<file path="config.mk">
export PLATFORM = sky130hd
export DESIGN_NAME = lowest_free_slot_allocator_core
export DESIGN_NICKNAME = d
export VERILOG_FILES = /design/src/design/lfsa_pkg.sv /design/src/design/lfsa_dp.sv /design/src/design/lfsa_ctrl.sv /design/src/design/lowest_free_slot_allocator_core.sv
export SDC_FILE = /design/constraint.sdc
export NUM_CORES = 2
export LEC_CHECK = 0
export ABC_AREA = 1
export BUFFER_PORTS_ARGS = -buffer_cell sky130_fd_sc_hd__buf_2
export CAP_MARGIN = 0
export CORE_UTILIZATION = 30
export CTS_BUF_LIST = sky130_fd_sc_hd__clkbuf_2
export CTS_CLUSTER_DIAMETER = 100
export DETAILED_ROUTE_END_ITERATION = 10
export SYNTH_ARGS = -nofsm -noshare
export SYNTH_HDL_FRONTEND = slang
export SYNTH_HIERARCHICAL = 1
export SYNTH_SLANG_ARGS = --single-unit
</file>
<file path="constraint.sdc">
create_clock -name clk -period 6.6 [get_ports clk]
set_clock_uncertainty 0.15 [all_clocks]
set_input_delay 0.66 -clock clk [delete_from_list [all_inputs] [get_ports clk]]
set_output_delay 0.66 -clock clk [all_outputs]
set_load 0.01 [all_outputs]
</file>
<file path="src/design/lfsa_pkg.sv">
// shared types, codes and bit helpers for the lowest-free slot allocator
package lfsa_pkg;

	localparam int WORD_W     = 32;
	localparam int BIT_W      = 5;
	localparam int SLOT_W     = 10;
	localparam int MARK_OUT_W = 11;

	typedef enum logic {
		OP_ALLOC = 1'b0,
		OP_FREE  = 1'b1
	} op_t;

	typedef enum logic [1:0] {
		ST_OK           = 2'd0,
		ST_FULL         = 2'd1,
		ST_ALREADY_FREE = 2'd2,
		ST_OUT_OF_RANGE = 2'd3
	} status_t;

	typedef struct packed {
		op_t               opcode;
		logic [SLOT_W-1:0] target_slot;
	} req_t;

	typedef struct packed {
		logic [SLOT_W-1:0]     slot_index;
		status_t               status;
		logic [MARK_OUT_W-1:0] slots_in_use;
	} rsp_t;

	typedef struct packed {
		logic load_in;
		logic clr_step;
		logic dec_ext;
		logic dec_full;
		logic dec_oor;
		logic a_start;
		logic f_start;
		logic a_step;
		logic f_check;
		logic trim;
		logic out_load;
	} dp_cmd_t;

	typedef struct packed {
		logic is_free;
		logic cnt_zero;
		logic full;
		logic oor;
		logic hit;
		logic bit_set;
		logic top;
		logic live_any;
		logic row_zero;
		logic clr_last;
	} dp_sts_t;

	// ones in every bit position below n
	function automatic logic [WORD_W-1:0] low_mask(input logic [BIT_W:0] n);
		logic [WORD_W-1:0] m;
		for (int i = 0; i < WORD_W; i++) begin
			m[i] = ((BIT_W+1)'(i) < n);
		end
		return m;
	endfunction

	function automatic logic [BIT_W-1:0] lowest_one(input logic [WORD_W-1:0] w);
		logic [BIT_W-1:0] idx;
		idx = '0;
		for (int i = WORD_W - 1; i >= 0; i--) begin
			if (w[i]) begin
				idx = BIT_W'(i);
			end
		end
		return idx;
	endfunction

	function automatic logic [BIT_W-1:0] highest_one(input logic [WORD_W-1:0] w);
		logic [BIT_W-1:0] idx;
		idx = '0;
		for (int i = 0; i < WORD_W; i++) begin
			if (w[i]) begin
				idx = BIT_W'(i);
			end
		end
		return idx;
	endfunction

endpackage

</file>
<file path="src/design/lfsa_dp.sv">
// datapath: flag memory, high-water mark, erased count, scan pointer, result registers
module lfsa_dp #(
	parameter int CAPACITY = 1024
) (
	input  logic              clk,
	input  logic              arst_n,
	input  lfsa_pkg::req_t    req,
	input  lfsa_pkg::dp_cmd_t cmd,
	output lfsa_pkg::dp_sts_t sts,
	output lfsa_pkg::rsp_t    rsp
);
	import lfsa_pkg::*;

	localparam int ROWS   = (CAPACITY + WORD_W - 1) / WORD_W;
	localparam int ROW_W  = (ROWS > 1) ? $clog2(ROWS) : 1;
	localparam int MARK_W = $clog2(CAPACITY + 1);
	localparam int IDX_W  = ROW_W + BIT_W;
	localparam int EXT_W  = (IDX_W + 1 > MARK_OUT_W) ? IDX_W + 1 : MARK_OUT_W;

	logic [WORD_W-1:0] mem [ROWS];
	logic [WORD_W-1:0] rd_q;

	op_t               op_q;
	logic [SLOT_W-1:0] slot_q;
	logic [ROW_W-1:0]  ptr_q;
	logic [BIT_W:0]    limit_q;
	logic [MARK_W-1:0] mark_q;
	logic [MARK_W-1:0] cnt_q;
	logic [SLOT_W-1:0] res_slot_q;
	status_t           res_status_q;
	rsp_t              rsp_q;

	logic [EXT_W-1:0]  mark_ext;
	logic [EXT_W-1:0]  slot_ext;
	logic [EXT_W-1:0]  ptr_base;
	logic [EXT_W-1:0]  grant_ext;
	logic [ROW_W-1:0]  slot_row;
	logic [BIT_W-1:0]  slot_bit;
	logic [WORD_W-1:0] live;
	logic [BIT_W-1:0]  lo_idx;
	logic [BIT_W-1:0]  hi_idx;
	logic [BIT_W:0]    keep_n;
	logic [BIT_W:0]    drop_n;
	logic              do_trim;
	logic              we;
	logic              re;
	logic [ROW_W-1:0]  wa;
	logic [ROW_W-1:0]  ra;
	logic [WORD_W-1:0] wd;

	assign mark_ext  = EXT_W'(mark_q);
	assign slot_ext  = EXT_W'(slot_q);
	assign slot_row  = slot_ext[BIT_W +: ROW_W];
	assign slot_bit  = slot_q[BIT_W-1:0];
	assign ptr_base  = EXT_W'({ptr_q, {BIT_W{1'b0}}});
	assign lo_idx    = lowest_one(rd_q);
	assign grant_ext = ptr_base + EXT_W'(lo_idx);
	// live slots of the current row below the limit
	assign live      = ~rd_q & low_mask(limit_q);
	assign hi_idx    = highest_one(live);
	assign keep_n    = (BIT_W+1)'(hi_idx) + (BIT_W+1)'(1);
	assign drop_n    = sts.live_any ? (limit_q - keep_n) : limit_q;

	always_comb begin
		sts.is_free  = (op_q == OP_FREE);
		sts.cnt_zero = (cnt_q == '0);
		sts.full     = (mark_ext == EXT_W'(CAPACITY));
		sts.oor      = (slot_ext >= mark_ext);
		sts.top      = ((slot_ext + EXT_W'(1)) == mark_ext);
		sts.hit      = |rd_q;
		sts.bit_set  = rd_q[slot_bit];
		sts.live_any = |live;
		sts.row_zero = (ptr_q == '0);
		sts.clr_last = (ptr_q == ROW_W'(ROWS - 1));
	end

	assign do_trim = cmd.trim | (cmd.f_check & ~sts.bit_set & sts.top);

	always_comb begin
		we = 1'b0;
		wa = ptr_q;
		wd = '0;
		re = 1'b0;
		ra = ptr_q;
		if (cmd.clr_step) begin
			we = 1'b1;
		end
		if (cmd.a_start) begin
			re = 1'b1;
			ra = '0;
		end
		if (cmd.f_start) begin
			re = 1'b1;
			ra = slot_row;
		end
		if (cmd.a_step) begin
			if (sts.hit) begin
				we = 1'b1;
				wd = rd_q & ~(WORD_W'(1) << lo_idx);
			end else begin
				re = 1'b1;
				ra = ptr_q + ROW_W'(1);
			end
		end
		if (cmd.f_check && !sts.bit_set && !sts.top) begin
			we = 1'b1;
			wd = rd_q | (WORD_W'(1) << slot_bit);
		end
		if (do_trim) begin
			// drop erased flags above the new mark within this row
			we = 1'b1;
			wd = sts.live_any ? (rd_q & low_mask(keep_n)) : '0;
			if (!sts.live_any && !sts.row_zero) begin
				re = 1'b1;
				ra = ptr_q - ROW_W'(1);
			end
		end
	end

	always_ff @(posedge clk) begin
		if (we) begin
			mem[wa] <= wd;
		end
		if (re) begin
			rd_q <= mem[ra];
		end
	end

	always_ff @(posedge clk or negedge arst_n) begin
		if (!arst_n) begin
			ptr_q  <= '0;
			mark_q <= '0;
			cnt_q  <= '0;
		end else begin
			if (cmd.clr_step) begin
				ptr_q <= ptr_q + ROW_W'(1);
			end
			if (cmd.a_start) begin
				ptr_q <= '0;
			end
			if (cmd.f_start) begin
				ptr_q <= slot_row;
			end
			if (cmd.dec_ext) begin
				mark_q <= mark_q + MARK_W'(1);
			end
			if (cmd.a_step) begin
				if (sts.hit) begin
					cnt_q <= cnt_q - MARK_W'(1);
				end else begin
					ptr_q <= ptr_q + ROW_W'(1);
				end
			end
			if (cmd.f_check && !sts.bit_set && !sts.top) begin
				cnt_q <= cnt_q + MARK_W'(1);
			end
			if (do_trim) begin
				cnt_q <= MARK_W'(EXT_W'(cnt_q) - EXT_W'(drop_n));
				if (sts.live_any) begin
					mark_q <= MARK_W'(ptr_base + EXT_W'(keep_n));
				end else if (sts.row_zero) begin
					mark_q <= '0;
				end else begin
					ptr_q <= ptr_q - ROW_W'(1);
				end
			end
		end
	end

	always_ff @(posedge clk) begin
		if (cmd.load_in) begin
			op_q   <= req.opcode;
			slot_q <= req.target_slot;
		end
		if (cmd.f_start) begin
			limit_q <= {1'b0, slot_bit};
		end
		if (do_trim && !sts.live_any && !sts.row_zero) begin
			limit_q <= (BIT_W+1)'(WORD_W);
		end
		if (cmd.dec_ext) begin
			res_slot_q   <= mark_ext[SLOT_W-1:0];
			res_status_q <= ST_OK;
		end
		if (cmd.dec_full) begin
			res_slot_q   <= '0;
			res_status_q <= ST_FULL;
		end
		if (cmd.dec_oor) begin
			res_slot_q   <= slot_q;
			res_status_q <= ST_OUT_OF_RANGE;
		end
		if (cmd.a_step && sts.hit) begin
			res_slot_q   <= grant_ext[SLOT_W-1:0];
			res_status_q <= ST_OK;
		end
		if (cmd.f_check) begin
			res_slot_q   <= slot_q;
			res_status_q <= sts.bit_set ? ST_ALREADY_FREE : ST_OK;
		end
		if (cmd.out_load) begin
			rsp_q.slot_index   <= res_slot_q;
			rsp_q.status       <= res_status_q;
			rsp_q.slots_in_use <= mark_ext[MARK_OUT_W-1:0];
		end
	end

	assign rsp = rsp_q;

endmodule

</file>
<file path="src/design/lfsa_ctrl.sv">
// controller: sequences clearing, decode, row scans and result hand-off
module lfsa_ctrl (
	input  logic              clk,
	input  logic              arst_n,
	input  logic              req_valid,
	output logic              req_ready,
	output logic              rsp_valid,
	input  logic              rsp_ready,
	input  lfsa_pkg::dp_sts_t sts,
	output lfsa_pkg::dp_cmd_t cmd
);
	import lfsa_pkg::*;

	typedef enum logic [6:0] {
		S_CLEAR  = 7'b0000001,
		S_IDLE   = 7'b0000010,
		S_DECODE = 7'b0000100,
		S_ASCAN  = 7'b0001000,
		S_FCHECK = 7'b0010000,
		S_TRIM   = 7'b0100000,
		S_FINISH = 7'b1000000
	} state_t;

	state_t state_q;
	state_t state_d;
	logic   out_valid_q;
	logic   out_free;

	assign req_ready = (state_q == S_IDLE);
	assign rsp_valid = out_valid_q;
	assign out_free  = !out_valid_q || rsp_ready;

	always_comb begin
		state_d = state_q;
		cmd     = '0;
		unique case (state_q)
			S_CLEAR: begin
				cmd.clr_step = 1'b1;
				if (sts.clr_last) begin
					state_d = S_IDLE;
				end
			end
			S_IDLE: begin
				if (req_valid) begin
					cmd.load_in = 1'b1;
					state_d     = S_DECODE;
				end
			end
			S_DECODE: begin
				if (!sts.is_free) begin
					if (!sts.cnt_zero) begin
						cmd.a_start = 1'b1;
						state_d     = S_ASCAN;
					end else if (sts.full) begin
						cmd.dec_full = 1'b1;
						state_d      = S_FINISH;
					end else begin
						cmd.dec_ext = 1'b1;
						state_d     = S_FINISH;
					end
				end else if (sts.oor) begin
					cmd.dec_oor = 1'b1;
					state_d     = S_FINISH;
				end else begin
					cmd.f_start = 1'b1;
					state_d     = S_FCHECK;
				end
			end
			S_ASCAN: begin
				cmd.a_step = 1'b1;
				if (sts.hit) begin
					state_d = S_FINISH;
				end
			end
			S_FCHECK: begin
				cmd.f_check = 1'b1;
				// freeing the top slot walks down while whole rows are erased
				if (!sts.bit_set && sts.top && !sts.live_any && !sts.row_zero) begin
					state_d = S_TRIM;
				end else begin
					state_d = S_FINISH;
				end
			end
			S_TRIM: begin
				cmd.trim = 1'b1;
				if (sts.live_any || sts.row_zero) begin
					state_d = S_FINISH;
				end
			end
			S_FINISH: begin
				if (out_free) begin
					cmd.out_load = 1'b1;
					state_d      = S_IDLE;
				end
			end
			default: begin
				state_d = S_IDLE;
			end
		endcase
	end

	always_ff @(posedge clk or negedge arst_n) begin
		if (!arst_n) begin
			state_q     <= S_CLEAR;
			out_valid_q <= 1'b0;
		end else begin
			state_q <= state_d;
			if (cmd.out_load) begin
				out_valid_q <= 1'b1;
			end else if (rsp_ready) begin
				out_valid_q <= 1'b0;
			end
		end
	end

endmodule

</file>
<file path="src/design/lowest_free_slot_allocator_core.sv">
// Lowest-free slot allocator. After reset the block sweeps its erased-flag memory once,
// one 32-slot row per cycle, before the first request is accepted. A request
// transaction is then taken in the idle state and its response is presented from an
// output register, loaded in the finish state once that register is free; the next
// request is accepted while that response waits, and its own response then holds in
// the last state until the output register frees up. An allocate that raises the mark,
// store full and a free out of range are settled in decode; an ordinary free or an
// already-free slot checks one row; an allocate that reuses an erased slot scans rows
// up from row zero to the first erased slot; a free of the top slot with no live slot
// below it in its row trims down through lower rows until it meets a live slot or
// reaches row zero. The scans go one flag-memory row per cycle, read through a single
// registered read port.
module lowest_free_slot_allocator_core #(
	parameter int CAPACITY = 1024
) (
	input  logic           clk,
	input  logic           arst_n,
	input  logic           req_valid,
	output logic           req_ready,
	input  lfsa_pkg::req_t req,
	output logic           rsp_valid,
	input  logic           rsp_ready,
	output lfsa_pkg::rsp_t rsp
);
	import lfsa_pkg::*;

	dp_cmd_t cmd;
	dp_sts_t sts;

	lfsa_ctrl u_ctrl (
		.clk       (clk),
		.arst_n    (arst_n),
		.req_valid (req_valid),
		.req_ready (req_ready),
		.rsp_valid (rsp_valid),
		.rsp_ready (rsp_ready),
		.sts       (sts),
		.cmd       (cmd)
	);

	lfsa_dp #(
		.CAPACITY (CAPACITY)
	) u_dp (
		.clk    (clk),
		.arst_n (arst_n),
		.req    (req),
		.cmd    (cmd),
		.sts    (sts),
		.rsp    (rsp)
	);

endmodule

</file>
==> impl_metrics.xml <==
<?xml version="1.0" encoding="UTF-8"?>
<metrics>
  <group name="timing">
    <metric name="period_minus_slack" unit="ns">6.12</metric>
    <metric name="setup_viol_count_final" unit="">0</metric>
    <metric name="post-route-period-util" unit="%">92.8</metric>
    <metric name="hold_viol_final" unit="">0</metric>
    <metric name="hold_slack" unit="ns">0.239</metric>
    <metric name="worst-slew-pin-transition" unit="ns">1.23</metric>
    <metric name="grt_setup_unrepaired" unit="">true</metric>
    <metric name="maxClockFrequency" unit="MHz">163</metric>
    <metric name="slew_violations" unit="">0</metric>
    <metric name="setup-tns-final" unit="ns">0</metric>
    <metric name="slew-limit-headroom" unit="%">18.3</metric>
  </group>
  <group name="drt">
    <metric name="routed_wirelength" unit="mm">153</metric>
    <metric name="drt.antenna.violating_nets" unit="">0</metric>
    <metric name="detail_route.vias_per_cell" unit="">5.14</metric>
    <metric name="route.vias.total" unit="">35500</metric>
    <metric name="drt_iter0_markers" unit="">3520</metric>
    <metric name="drt_pre_antenna_iters" unit="">9</metric>
    <metric name="residual_drc" unit="">24</metric>
    <metric name="wl_per_cell" unit="microns">22.1</metric>
  </group>
  <group name="logic_synthesis">
    <metric name="synth-seq-cells" unit="">1143</metric>
    <metric name="seq_area_frac_synth" unit="%">68.4</metric>
    <metric name="synth-main-ff-cell" unit="">sky130_fd_sc_hd__edfxtp_1</metric>
    <metric name="yosysWarnings" unit="">6</metric>
    <metric name="synthDominantCellAreaShare" unit="%">66.4</metric>
    <metric name="syn_inst" unit="">4107</metric>
    <metric name="syn_area" unit="sq um">49800</metric>
    <metric name="synth_fp_nets" unit="">4166</metric>
    <metric name="asyncSetResetFlopFracSynth" unit="%">3.06</metric>
    <metric name="avgSynthCellArea" unit="sq um">12.1</metric>
    <metric name="post-synth-top-area-cell" unit="">sky130_fd_sc_hd__edfxtp_1</metric>
    <metric name="number_of_flops_mapped_to_enable_cells_by_yosys" unit="">1102</metric>
    <metric name="synthMostInstantiatedCell" unit="">sky130_fd_sc_hd__edfxtp_1</metric>
    <metric name="ys_top_cells_by_area" unit="">sky130_fd_sc_hd__edfxtp_1, sky130_fd_sc_hd__nor2_1, sky130_fd_sc_hd__o21ai_0</metric>
    <metric name="top_cells_by_instance_count_after_synthesis" unit="">sky130_fd_sc_hd__edfxtp_1, sky130_fd_sc_hd__nor2_1, sky130_fd_sc_hd__o21ai_0</metric>
    <metric name="synth_cell_type_count" unit="">63</metric>
  </group>
  <group name="placement">
    <metric name="place.gp.congestion" unit="">0.974</metric>
    <metric name="detailedPlacementHpwl" unit="mm">92.5</metric>
    <metric name="detailed_place.area" unit="sq um">54700</metric>
    <metric name="portBuffers" unit="">39</metric>
  </group>
  <group name="clock_network">
    <metric name="ctsLongestPathBuffers" unit="">4</metric>
    <metric name="h-tree-depth" unit="">5</metric>
    <metric name="clock_sinks" unit="">1143</metric>
    <metric name="clock_root_buffer" unit="">sky130_fd_sc_hd__clkbuf_2</metric>
    <metric name="cts_made_buffers" unit="">306</metric>
    <metric name="latest_clock_arrival_within_the_worst_skew_pair" unit="ns">1.72</metric>
    <metric name="path_clk_slew" unit="ns">0.10</metric>
    <metric name="cts_tree" unit="">built</metric>
  </group>
  <group name="status">
    <metric name="violations_in_the_final_reports" unit="">design-rule violations</metric>
    <metric name="result_of_the_run" unit="">finished with violations</metric>
  </group>
  <group name="setup_path">
    <metric name="cp_data_required_time" unit="ns">8.01</metric>
    <metric name="worst_path_largest_cell_delay" unit="ns">0.40</metric>
    <metric name="register_to_register_setup_slack" unit="ns">0.48</metric>
    <metric name="timing.critical_path.from" unit="">u_dp/limit_q[4]$_SDFFE_PP0P_</metric>
    <metric name="timing.setup.critical_path_class" unit="">flop to flop</metric>
    <metric name="rr_startpoint" unit="">u_dp/limit_q[4]$_SDFFE_PP0P_</metric>
    <metric name="cp_slowest_cell" unit="">sky130_fd_sc_hd__ha_1</metric>
    <metric name="setup.worst_path.end_class" unit="">flop</metric>
    <metric name="crit_path_frequent_cell" unit="">sky130_fd_sc_hd__nand2_1</metric>
    <metric name="arrival" unit="ns">7.53</metric>
    <metric name="path_max_fanout" unit="">5</metric>
    <metric name="timing.critical_path.from_type" unit="">flop</metric>
  </group>
  <group name="grt">
    <metric name="grt_util_all_layers" unit="%">17.9</metric>
    <metric name="grt.busiest_layer" unit="">met2</metric>
    <metric name="grt_use_met2" unit="%">28.2</metric>
    <metric name="first_global_vias" unit="">34500</metric>
    <metric name="number_of_antenna_violations_at_the_first_check_in_global_routing" unit="">5</metric>
    <metric name="grt_first_pass_wirelength" unit="mm">224</metric>
    <metric name="groute.layer.met1.usage" unit="%">23.7</metric>
    <metric name="globalRoute.totalOverflow" unit="">0</metric>
    <metric name="grt_max_degree" unit="">73</metric>
    <metric name="gr-usage-met3" unit="%">4.24</metric>
  </group>
  <group name="finish">
    <metric name="share_of_post_route_cells_with_drive_strength_above_1" unit="%">18.4</metric>
    <metric name="finish.instance_area" unit="sq um">57700</metric>
    <metric name="number_of_nets_in_the_layout" unit="">4586</metric>
    <metric name="flow.area_growth_from_synthesis" unit="%">15.8</metric>
  </group>
  <group name="die">
    <metric name="ioPinCount" unit="">40</metric>
    <metric name="placeableCoreArea" unit="sq um">165000</metric>
    <metric name="rows" unit="">149</metric>
    <metric name="die_height" unit="microns">409</metric>
    <metric name="initial_utilization" unit="%">30.2</metric>
    <metric name="total_die_area" unit="sq um">168000</metric>
    <metric name="fp.dieW" unit="microns">409</metric>
  </group>
  <group name="min_path">
    <metric name="min_path_type" unit="">input port to flop</metric>
    <metric name="min_delay_startpoint" unit="">req_valid</metric>
  </group>
  <group name="pwr">
    <metric name="sequentialPowerShare" unit="%">38.2</metric>
    <metric name="irDropWorstVdd" unit="mV">0.223</metric>
    <metric name="power.density_cell_area" unit="nW/um^2">383</metric>
    <metric name="internal_power" unit="mW">13.2</metric>
    <metric name="share_clk_of_total_power" unit="%">20.6</metric>
    <metric name="power_leakage" unit="nW">19.8</metric>
    <metric name="finalPower" unit="mW">22.1</metric>
    <metric name="switching_share" unit="%">40.4</metric>
    <metric name="pwr-share-comb" unit="%">41.2</metric>
    <metric name="power_switching" unit="mW">8.91</metric>
  </group>
  <group name="flow_run">
    <metric name="maxCapViolations" unit="">0</metric>
  </group>
</metrics>
==> through the flow <==
| stage | worst slack [ns] | util (%) | std cells |
|---|---|---|---|
| 2_1_floorplan | 0.674 | - | 4107 |
| 3_3_place_gp | -0.0297 | 33.2 | 6358 |
| 3_5_place_dp | 0.247 | 33.2 | 6358 |
| 4_1_cts | 0.202 | 34.9 | 6881 |
| 5_1_grt | -0.0743 | 35.0 | 6898 |
| 6_report | 0.478 | 35.0 | 6899 |
==> what timing repair did <==
action,in CTS,in global routing
endpoints found under the hold margin,84,0
hold buffers,42,0
gates resized for setup,0,32
setup buffers,0,8
endpoints found under the setup margin,0,3
==> cells in the final DEF, fill, tap and decap left out, types with 6 or more instances in the layout <==
| cell | instances |
|---|---|
| sky130_fd_sc_hd__edfxtp_1 | 1102 |
| sky130_fd_sc_hd__nor2_1 | 654 |
| sky130_fd_sc_hd__clkbuf_2 | 421 |
| sky130_fd_sc_hd__nand2_1 | 363 |
| sky130_fd_sc_hd__o21ai_0 | 363 |
| sky130_fd_sc_hd__inv_1 | 201 |
| sky130_fd_sc_hd__buf_4 | 179 |
| sky130_fd_sc_hd__mux2i_1 | 159 |
| sky130_fd_sc_hd__o21ai_1 | 141 |
| sky130_fd_sc_hd__nand3_1 | 117 |
| sky130_fd_sc_hd__o221ai_1 | 99 |
| sky130_fd_sc_hd__o32ai_1 | 98 |
| sky130_fd_sc_hd__o22ai_1 | 84 |
| sky130_fd_sc_hd__buf_12 | 82 |
| sky130_fd_sc_hd__a21oi_1 | 79 |
| sky130_fd_sc_hd__clkinv_1 | 55 |
| sky130_fd_sc_hd__o211ai_1 | 54 |
| sky130_fd_sc_hd__inv_2 | 52 |
| sky130_fd_sc_hd__dlygate4sd3_1 | 41 |
| sky130_fd_sc_hd__ha_1 | 40 |
| sky130_fd_sc_hd__buf_2 | 39 |
| sky130_fd_sc_hd__dfrtp_1 | 34 |
| sky130_fd_sc_hd__xor2_1 | 24 |
| sky130_fd_sc_hd__nor3_1 | 23 |
| sky130_fd_sc_hd__nand4_1 | 20 |
| sky130_fd_sc_hd__a31oi_1 | 19 |
| sky130_fd_sc_hd__nor4_1 | 11 |
| sky130_fd_sc_hd__xnor2_1 | 11 |
| sky130_fd_sc_hd__a211oi_1 | 11 |
| sky130_fd_sc_hd__o21ai_2 | 11 |
| sky130_fd_sc_hd__diode_2 | 10 |
| sky130_fd_sc_hd__nor2_2 | 10 |
| sky130_fd_sc_hd__clkinv_2 | 8 |
| sky130_fd_sc_hd__nand2_2 | 8 |
| sky130_fd_sc_hd__or2_2 | 6 |
| sky130_fd_sc_hd__a21oi_2 | 6 |
==> flip-flops by register name (all words and copies together), names as in the netlist <==
name / cells
u_ctrl/state_q: 7
u_dp/op_q: 1
u_dp/res_slot_q: 10
u_dp/rd_q: 32
u_ctrl/rsp_valid: 1
u_dp/cnt_q: 11
u_dp/ptr_q: 5
u_dp/mark_ext: 11
u_dp/rsp: 23
u_dp/limit_q: 6
u_dp/slot_q: 10
u_dp/res_status_q: 2
u_dp/mem: 1024
==> cell families after synthesis <==
| family | synth area share [%] |
|---|---|
| and+or+nand+nor | 10.2 |
| DFF | 68.4 |
| AOI/OAI and AO/OA | 12.4 |
| buffers and inverters | 4.08 |
| muxes | 3.19 |
| adders and majority gates | 1.14 |
| xor gates and xnor gates | 0.615 |
==> path summary, 6_finish.rpt <==
kind	end	cells past startpoint
hold / removal	u_ctrl/state_q[2]$_DFFE_PN0P_	5
max in group asynchronous	u_ctrl/state_q[0]$_DFFE_PN1P_	5
setup / recovery	u_dp/cnt_q[10]$_DFFE_PN0P_	62
setup reg to reg	u_dp/cnt_q[10]$_DFFE_PN0P_	62
hold reg to reg	u_dp/rsp[19]$_DFFE_PP_	0
min in group asynchronous	u_dp/mark_ext[4]$_DFF_PN0_	5
==> power by group through the flow <==
stage / sequential [mW] / clock [mW] / combinational [mW]
final: 8.44 / 4.54 / 9.09
after global routing: 8.46 / 5.07 / 9.84
after CTS: 8.42 / 4.70 / 8.79
after detailed placement: 8.59 / 0 / 8.74
after global placement: 8.59 / 0 / 8.70
after floorplan: 8.50 / 0 / 5.31
==> layer usage <==
metal / wire length (microns) / vias up
met5: 17 / -
met4: 5060 / 2
met3: 11700 / 282
met2: 70200 / 1457
met1: 65600 / 17500
li1: - / 16200
==> layout make-up <==
class	count	area (sq um)
Antenna cell	10	25.0
Sequential cell	1143	34100
Inverter	260	997
Tap cell	2189	2740
Fill cell	16200	107000
Timing Repair Buffer	341	3590
Multi-Input combinational cell	2475	13900
Clock inverter	60	260
Clock buffer	421	2110
==> critical path, delay by kind of cell, from the launching register on <==
kind	cells	cell delay [ns]
AO/OA/AOI/OAI	12	1.30
XOR/XNOR	2	0.29
adder cells (fa/ha/maj)	3	0.81
buffers and inverters	5	0.35
flip-flops	1	0.35
AND/OR/NAND/NOR	40	2.77
Note: power is estimated with default switching activity, not from simulation.
